<file path="config.mk">
export PLATFORM = sky130hd
export DESIGN_NAME = multichannel_level_debouncer_core
export DESIGN_NICKNAME = d
export VERILOG_FILES = /design/src/design/mld_pkg.sv /design/src/design/multichannel_level_debouncer_core.sv
export SDC_FILE = /design/constraint.sdc
export NUM_CORES = 1
export LEC_CHECK = 0
export ABC_AREA = 1
export BUFFER_PORTS_ARGS = -buffer_cell sky130_fd_sc_hd__buf_2
export CAP_MARGIN = 30
export CELL_PAD_IN_SITES_DETAIL_PLACEMENT = 1
export CELL_PAD_IN_SITES_GLOBAL_PLACEMENT = 1
export CORE_UTILIZATION = 46
export DETAILED_ROUTE_END_ITERATION = 10
export PLACE_DENSITY = 0.79
export RECOVER_POWER = 25
export SYNTH_ARGS = -nofsm -noshare
export SYNTH_HDL_FRONTEND = slang
export SYNTH_SLANG_ARGS = --single-unit
</file>
<file path="constraint.sdc">
create_clock -name clk -period 3.6 [get_ports clk]
set_input_delay 0.72 -clock clk [delete_from_list [all_inputs] [get_ports clk]]
set_output_delay 0.72 -clock clk [all_outputs]
set_load 0.01 [all_outputs]
</file>
<file path="src/design/mld_pkg.sv">
// mld_pkg: shared constants and types for the multichannel level debouncer
// no dependencies
`default_nettype none

package mld_pkg;

  localparam int unsigned MAX_CH     = 10;
  localparam int unsigned PERIOD_W   = 8;
  localparam int unsigned HOLD_W     = 8;
  localparam int unsigned CFG_DATA_W = 40;
  localparam int unsigned CFG_IDX_W  = 2;
  localparam int unsigned SAMPLE_PERIOD_RST = 100;

  typedef logic [CFG_IDX_W-1:0]  cfg_idx_t;
  typedef logic [MAX_CH-1:0]     ch_mask_t;
  typedef logic [HOLD_W-1:0]     hold_t;
  typedef logic [PERIOD_W-1:0]   period_t;

  // register indexes of the configuration port
  localparam cfg_idx_t REG_SAMPLE_PERIOD = 2'd0;
  localparam cfg_idx_t REG_DEBOUNCE_LOW  = 2'd1;
  localparam cfg_idx_t REG_DEBOUNCE_HIGH = 2'd2;

endpackage : mld_pkg

`default_nettype wire

</file>
<file path="src/design/multichannel_level_debouncer_core.sv">
// multichannel_level_debouncer_core: per-channel counter debounce filter, top level
// depends on mld_pkg
//
// Every accepted word on the in_ channel is one timebase tick with the raw
// levels of up to ten sensors. A tick counter takes a sample every
// sample_period ticks; on a sample each channel either reloads its hold
// counter (level changed) or counts it down and confirms the level at zero.
// Each accepted word gives exactly one out_ word: the confirmed mask and a
// flag saying whether that tick sampled.
// The output is registered: the whole update sits between the state registers
// and the output register, and a new word can be taken every cycle while out_stall is low.
// The output register is the only buffer: in_stall rises only while a word
// sits in it and out_stall is high, so a stalled receiver holds the input
// back without losing or repeating anything.
// Reset (rst_n low, synchronous) empties the output register, clears the
// tick counter, levels, hold counters and confirmed mask, sets sample_period
// to 100 and all debounce times to 0. Configuration is written through
// cfg_we / cfg_index / cfg_data while the block is idle; debounce time
// changes only take effect at a channel's next level change.
`default_nettype none

module multichannel_level_debouncer_core
  import mld_pkg::*;
#(
  parameter int unsigned CHANNELS = 10
) (
  input  wire logic                  clk,
  input  wire logic                  rst_n,

  input  wire logic                  cfg_we,
  input  wire logic [CFG_IDX_W-1:0]  cfg_index,
  input  wire logic [CFG_DATA_W-1:0] cfg_data,

  input  wire logic                  in_valid,
  output logic                       in_stall,
  input  wire logic [9:0]            in_raw_levels,

  output logic                       out_valid,
  input  wire logic                  out_stall,
  output logic [9:0]                 out_confirmed_levels,
  output logic                       out_sampled
);

  localparam ch_mask_t CH_MASK = ch_mask_t'((11'd1 << CHANNELS) - 11'd1);

  // configuration
  period_t                 sample_period_r;
  logic [CFG_DATA_W-1:0]   dbt_low_r;
  logic [CFG_DATA_W-1:0]   dbt_high_r;

  // channel state
  period_t                 tick_count_r, tick_count_nxt;
  ch_mask_t                last_level_r, last_level_nxt;
  ch_mask_t                confirmed_r,  confirmed_nxt;
  hold_t                   hold_r   [MAX_CH];
  hold_t                   hold_nxt [MAX_CH];

  // output register
  logic                    out_valid_r;
  ch_mask_t                out_levels_r;
  logic                    out_sampled_r;

  logic                    in_acc;
  period_t                 tick_inc;
  logic                    sample;
  logic [2*CFG_DATA_W-1:0] dbt_all;

  assign in_stall = out_valid_r & out_stall;
  assign in_acc   = in_valid & ~in_stall;
  assign dbt_all  = {dbt_high_r, dbt_low_r};

  always_comb begin
    tick_inc = (tick_count_r < sample_period_r) ? tick_count_r + period_t'(1) : tick_count_r;
    sample   = (tick_inc >= sample_period_r);
    tick_count_nxt = sample ? '0 : tick_inc;
  end

  always_comb begin
    last_level_nxt = last_level_r;
    confirmed_nxt  = confirmed_r;
    for (int i = 0; i < MAX_CH; i++) begin
      hold_nxt[i] = hold_r[i];
      if (i >= CHANNELS) begin
        last_level_nxt[i] = 1'b0;
        confirmed_nxt[i]  = 1'b0;
        hold_nxt[i]       = '0;
      end else if (sample) begin
        if (last_level_r[i] != in_raw_levels[i]) begin
          last_level_nxt[i] = in_raw_levels[i];
          hold_nxt[i]       = dbt_all[8*i +: 8];
        end else if (hold_r[i] != '0) begin
          hold_nxt[i] = hold_r[i] - hold_t'(1);
          // confirm as the counter runs out
          if (hold_r[i] == hold_t'(1)) begin
            confirmed_nxt[i] = in_raw_levels[i];
          end
        end else begin
          confirmed_nxt[i] = in_raw_levels[i];
        end
      end
    end
  end

  always_ff @(posedge clk) begin
    if (!rst_n) begin
      sample_period_r <= period_t'(SAMPLE_PERIOD_RST);
      dbt_low_r       <= '0;
      dbt_high_r      <= '0;
    end else if (cfg_we) begin
      case (cfg_index)
        REG_SAMPLE_PERIOD: sample_period_r <= cfg_data[PERIOD_W-1:0];
        REG_DEBOUNCE_LOW:  dbt_low_r       <= cfg_data;
        REG_DEBOUNCE_HIGH: dbt_high_r      <= cfg_data;
        default: ;
      endcase
    end
  end

  always_ff @(posedge clk) begin
    if (!rst_n) begin
      tick_count_r <= '0;
      last_level_r <= '0;
      confirmed_r  <= '0;
      for (int i = 0; i < MAX_CH; i++) begin
        hold_r[i] <= '0;
      end
    end else if (in_acc) begin
      tick_count_r <= tick_count_nxt;
      last_level_r <= last_level_nxt;
      confirmed_r  <= confirmed_nxt;
      for (int i = 0; i < MAX_CH; i++) begin
        hold_r[i] <= hold_nxt[i];
      end
    end
  end

  always_ff @(posedge clk) begin
    if (!rst_n) begin
      out_valid_r <= 1'b0;
    end else if (in_acc) begin
      out_valid_r <= 1'b1;
    end else if (!out_stall) begin
      out_valid_r <= 1'b0;
    end
  end

  always_ff @(posedge clk) begin
    if (in_acc) begin
      out_levels_r  <= confirmed_nxt & CH_MASK;
      out_sampled_r <= sample;
    end
  end

  assign out_valid            = out_valid_r;
  assign out_confirmed_levels = out_levels_r;
  assign out_sampled          = out_sampled_r;

`ifndef ASSERT_OFF
  a_tick_cleared_on_sample: assert property (@(posedge clk) disable iff (!rst_n)
    in_acc && sample |=> tick_count_r == '0)
    else $error("tick counter not cleared after a sample");

  a_confirmed_hold_no_sample: assert property (@(posedge clk) disable iff (!rst_n)
    in_acc && !sample |=> confirmed_r == $past(confirmed_r))
    else $error("confirmed mask changed on a tick without a sample");

  a_out_follows_accept: assert property (@(posedge clk) disable iff (!rst_n)
    in_acc |=> out_valid_r && out_levels_r == confirmed_r)
    else $error("output word does not match the confirmed state");

  a_unused_channels_zero: assert property (@(posedge clk) disable iff (!rst_n)
    (confirmed_r & ~CH_MASK) == '0)
    else $error("unused channel shows a confirmed level");
`endif

endmodule : multichannel_level_debouncer_core

`default_nettype wire
</file>
==> results.ini, run 1 <==
[power]
intPower_mw=4.28
p_sw_frac=0.251
p_clk_frac=0.433
leakage_nw=5.27
seq_power_share=0.468
p_comb_frac=0.099
vdd_drop_max_v=0.000304
p_sw_mw=1.43
powerDensity_nw_per_um2=475

[setup_path]
crit_path_end=hold_r[7][3]
r2r_end=hold_r[7][3]
startpoint=sample_period_r[7]
reg2reg_slack_ns=0.35
path_max_fanout=22
r2r-start=sample_period_r[7]
arrival_ns=3.39
start_kind=register
critPathRequiredTime_ns=3.74
r2r_cells=18
crit_path_end_kind=register
crit_type=register to register

[timing]
fmax_mhz=308
setup_violations=0
max_slew_margin=-0.352
layout_setup_ws_ns=0.348
slew_viol_final=39
setup_tns_ns=0
worstMarginPinSlew_ns=2.03
final_hold_viol_count=0
grt_setup_unrepaired=no
min_period_over_period=0.903
finalClockSkew_ns=0.0102
final.min_clock_period_ns=3.25

[placed_design]
dpl_cell_area_um2=11300
dpl_worst_slack_ns=-0.0893
port_buffers=69
gp_congestion=0.789
dp_hpwl_mm=20.0

[cts]
cts_hold_buf=0
cts_max_path_buffers=3
cts-root-buf=clkbuf_16
cts_buffers=24
cts_tree=done
clk_latency_ns=0.51
clock-sinks=208
clkTransAtPathRegs_ns=0.06
htree_num_levels=1

[job]
cap_violations=1

[synth]
muxShareOfSynthArea=0
synth_cells=1324
syn-num-nets=1422
yosysWarnings=0
synth_top_family_by_area=compound AO/OA/AOI/OAI gates
ys_seq_elements=208
synthSimpleGateAreaFrac=0.166
netlist_area_um2=10700
synth_area_leaders=edfxtp_1 (26%), dfxtp_1 (22%), o21ai_0 (8.8%)
syn_area_per_cell_um2=8.05
synth_seq_area_share=0.476
synth_compound_area_frac=0.185
synth_top_area_frac=0.256
synth_top_area_cell=edfxtp_1
synthAdderAreaFrac=0.0481
synth-xor-area-share=0.0229
synth_cell_types=42

[routing]
drtAntennaViolNets=0
drt_pass1_iterations=5
dr.first_iter.drc_count=442
via_per_inst=5.36
drc=0
wl_mm=28.4
wire_per_inst_um=16.9
via_count=9027

[layout]
final_cell_mix=inv_1 (206), o21ai_0 (184), nand2_1 (156)
fin_area_um2=12000
area_growth_pct=12.9
final_nets=1479
layout-drive-gt1-share=0.105
antennaDiodeCount=0
layout_commonest_cell=inv_1
multiInputGateArea_um2=4500
utilization=0.530
fillers=2847
regArea_um2=5070

[floorplanning]
io_pins=70
die_h_um=154
initial_core_util=0.469
die_area_um2=23800
row_count=55
fp.dieW_um=154
core-area_um2=22700

[status]
status=finished with violations
failed_checks=max-capacitance violations, max-slew violations

[min_path]
hp-class=register to register

[grt]
grt_pass1_wl_mm=47.1
grt_use_total=0.244
grt_start_max_net_pins=119
overflow=0
grt_pass1_vias=9428
antenna_found_initial=0

-- worst min path at each step --
stage / start / end / slack (ns) / cells after the start
after floorplan: dbt_high_r[11] / dbt_high_r[11] / 0.42 / 2
after global placement: dbt_high_r[27] / dbt_high_r[27] / 0.43 / 2
after detailed placement: dbt_high_r[39] / dbt_high_r[39] / 0.44 / 2
after CTS: cfg_data[25] / dbt_low_r[25] / 0.44 / 3
after global routing: dbt_high_r[31] / dbt_high_r[31] / 0.46 / 2
final: dbt_high_r[21] / dbt_high_r[21] / 0.44 / 2
-- cells by family (layout without fill, tap and decap cells) --
kind of cell	Yosys count	count (layout)
simple gates	410	410
buf+inv	267	342
fa+ha+maj	41	41
flops	208	208
compound gates	371	371
xor+xnor	27	27
-- what timing repair did --
| item | CTS | global route |
|---|---|---|
| buffers inserted | 0 | 0 |
| gates resized for setup | 4 | 6 |
| setup endpoints to repair | 30 | 45 |
-- final cells by class --
cell class / count / area share
Clock buffer: 31 / 0.0573
Clock inverter: 13 / 0.00988
Inverter: 209 / 0.0656
Multi-Input combinational cell: 849 / 0.374
Sequential cell: 208 / 0.422
Tap cell: 285 / 0.0296
Timing Repair Buffer: 89 / 0.0417
-- flip-flops by register name (all words and copies together) (netlist names) --
signal and flops:
confirmed_r 10, tick_count_r 8, hold_r 80, out_valid 1, dbt_low_r 40, out_confirmed_levels 10
sample_period_r 8, out_sampled 1, last_level_r 10, dbt_high_r 40
-- per-stage QoR --
step	total power, mW	instances	hold slack, ns
after detailed placement	3.29	1640	0.437
final	5.71	1684	0.443
after global routing	5.94	1684	0.462
after CTS	5.77	1684	0.443
after global placement	3.25	1640	0.430
after floorplan	3.08	1324	0.420
-- synthesized netlist by cell type (all sizes together) --
master  count
a21oi     117
nand3      58
o21a        2
nor2      156
clkbuf     33
nand3b      3
nor3       15
inv       209
xor2       20
edfxtp     91
o31ai       3
ha         41
o21bai      6
nand4       5
dfxtp     117
nand2     161
or2         5
o21ai     199
xnor2       7
buf        25
and2        6
a31oi      21
a211oi      3
a21o        1
o221ai      1
nor4        1
o211ai     18
-- power groups by stage --
stage | clock network [mW] | registers (mW) | logic, mW
finish | 2.47 | 2.67 | 0.565
CTS | 2.52 | 2.67 | 0.575
detailed placement | 0 | 2.72 | 0.566
global route | 2.61 | 2.68 | 0.642
global placement | 0 | 2.71 | 0.541
floorplan | 0 | 2.70 | 0.380
-- routing by layer --
layer	share of wire	vias up	track usage
met5	0	-	0
met4	0.014	0	0.0481
met3	0.030	32	0.0289
met2	0.49	122	0.438
met1	0.46	4382	0.315
li1	-	4491	-
-- worst max-delay path, stage by stage, from the launching register on --
cell     delay [ns]
dfxtp_1        0.32
inv_1          0.07
ha_1           0.31
nand2_1        0.07
nor2_1         0.14
nand2_2        0.14
nand2_2        0.17
nand2_1        0.08
and2_1         0.14
ha_1           0.29
nand2_1        0.05
nand3_1        0.07
nand2_1        0.05
nand2_1        0.05
nand2_1        0.06
nand2_2        0.07
nand2_2        0.06
buf_12         0.18
o21ai_1        0.54
Power figures use the tool's default switching activity.
==> run 2, diff against run 1 <==
Settings changed: PLACE_DENSITY 0.79 to 0.91, SETUP_SLACK_MARGIN set to 0.5.
==> results.ini, run 2 (synthesis gave the netlist of run 1 again) <==
[layout]
final_cells=1700
largest_reg_flops=80
final_nets=1496
regMostFlops=hold_r
final_cell_mix=inv_1 (198), o21ai_0 (180), nor2_1 (148)
layout-drive-gt1-share=0.165
area_growth_pct=18.1
layout_commonest_cell=inv_1
largestRegisters=hold_r: 80 flops, dbt_high_r: 40 flops, dbt_low_r: 40 flops
fin_area_um2=12600

[placed_design]
dpl_worst_slack_ns=0.200
dp.cells=1648
dpl_cell_area_um2=11300
gp_congestion=0.829
dp_hpwl_mm=21.6
port_buffers=69

[floorplanning]
core-area_um2=22700
fp.dieW_um=154
die_h_um=154
initial_core_util=0.469
die_area_um2=23800
io_pins=70
row_count=55

[cts]
cts-root-buf=clkbuf_16
clock-sinks=208
clkTransAtPathRegs_ns=0.08
htree_num_levels=1
cts_buffers=23
cts_hold_buf=0
cts_max_path_buffers=3
clk_latency_ns=0.55
cts_tree=done

[timing]
finalClockSkew_ns=0.0528
layout_setup_ws_ns=0.148
grt_setup_unrepaired=yes
worstMarginPinSlew_ns=1.78
setup_violations=0
final.min_clock_period_ns=3.45
setup_tns_ns=0
max_slew_margin=-0.184
slew_viol_final=33
min_period_over_period=0.959
fmax_mhz=290
final_hold_viol_count=0

[grt]
grt_pass1_vias=10750
overflow=0
grt_start_max_net_pins=53
grt_pass1_wl_mm=58.7
grt_use_total=0.313
antenna_found_initial=2

[power]
vdd_drop_max_v=0.000271
leakage_nw=5.43
powerDensity_nw_per_um2=471
p_total_mw=5.93

[setup_path]
r2r-start=sample_period_r[4]
crit_path_cell_trace=inv_1 -> ha_2 -> nand2_1 -> nor2_4 -> nand2_4 -> nand2_8 -> nand2_2 -> nand2_1 -> inv_2 -> ha_4 -> nand2_1 -> inv_1 -> nor2_2 -> o21a_4 -> nand2_8 -> nand2_8 -> o21ai_2 -> buf_4
startpoint=sample_period_r[4]
crit_cells=18
crit_type=register to register
critPathRequiredTime_ns=3.82
cp_slowest_cell=dfxtp_1
crit_path_end_kind=register
path_max_fanout=8
start_kind=register
r2r_end=hold_r[3][3]
reg2reg_slack_ns=0.15
crit_path_end=hold_r[3][3]
cp_top_family=simple AND/OR/NAND/NOR gates
critPathMaxStageDelay_ns=0.49
arrival_ns=3.67
r2r_cells=18
crit_buf_inv=4

[job]
cap_violations=1

[routing]
drc=0
wl_mm=44.5
drtAntennaViolNets=0
via_count=10676
wire_per_inst_um=26.2
drt_pass1_iterations=5
dr.first_iter.drc_count=1074
via_per_inst=6.28

[status]
status=finished with violations
failed_checks=max-capacitance violations, max-slew violations

[min_path]
hp-class=register to register

[run 2: changes by cell type in the layout (fill, tap and decap cells not counted), sizes merged]
cell / previous run / this run
buf: 82 / 98
diode: 0 / 1
o21a: 2 / 3
bufinv: 2 / 1
clkbuf: 38 / 36
inv: 209 / 210
[run 2: timing repair]
action,CTS,global route
buffers inserted,7,2
gates cloned,1,0
pin swaps,8,16
endpoints found under the setup margin,118,119
gates resized for setup,17,105
[run 2: routing by layer]
layer / vias up / share of wire / track usage
met5: - / 0.00038 / 0
li1: 4523 / - / -
met2: 742 / 0.47 / 0.541
met1: 5166 / 0.37 / 0.368
met4: 2 / 0.067 / 0.172
met3: 243 / 0.089 / 0.0588
[run 2: where the power goes]
part / switching [mW] / internal [mW] / total, mW
clock network: 1.14 / 1.36 / 2.50
logic: 0.512 / 0.216 / 0.728
registers: 0.106 / 2.60 / 2.70
[run 2: worst min-delay path, cell delays in order (launching register included)]
cell     delay (ns)
dfxtp_1        0.31
inv_1          0.05
a21oi_1        0.05
[run 2: metrics by stage]
step           hold slack (ns)  utilization
2_1_floorplan            0.420            -
3_3_place_gp             0.430        0.497
3_5_place_dp             0.433        0.497
4_1_cts                  0.429        0.536
5_1_grt                  0.477        0.554
6_report                 0.457        0.554
[run 2: how the worst min path moves through the flow]
stage / startpoint / endpoint / slack, ns / depth (start not counted)
final: dbt_high_r[12] / dbt_high_r[12] / 0.46 / 2
after detailed placement: dbt_high_r[33] / dbt_high_r[33] / 0.43 / 2
after CTS: cfg_data[11] / dbt_low_r[11] / 0.43 / 3
after global routing: cfg_data[2] / sample_period_r[2] / 0.48 / 3
after floorplan: dbt_high_r[11] / dbt_high_r[11] / 0.42 / 2
after global placement: dbt_high_r[25] / dbt_high_r[25] / 0.43 / 2
[run 2: final cells by class]
cell class / count / area (um2)
diodes: 1 / 2.50
clock buffers: 28 / 647
clock inverters: 13 / 101
fillers: 2684 / 10100
inverters: 209 / 795
multi-input cells: 850 / 4920
flip-flops and latches: 208 / 5090
well taps: 285 / 357
repair buffers: 106 / 669
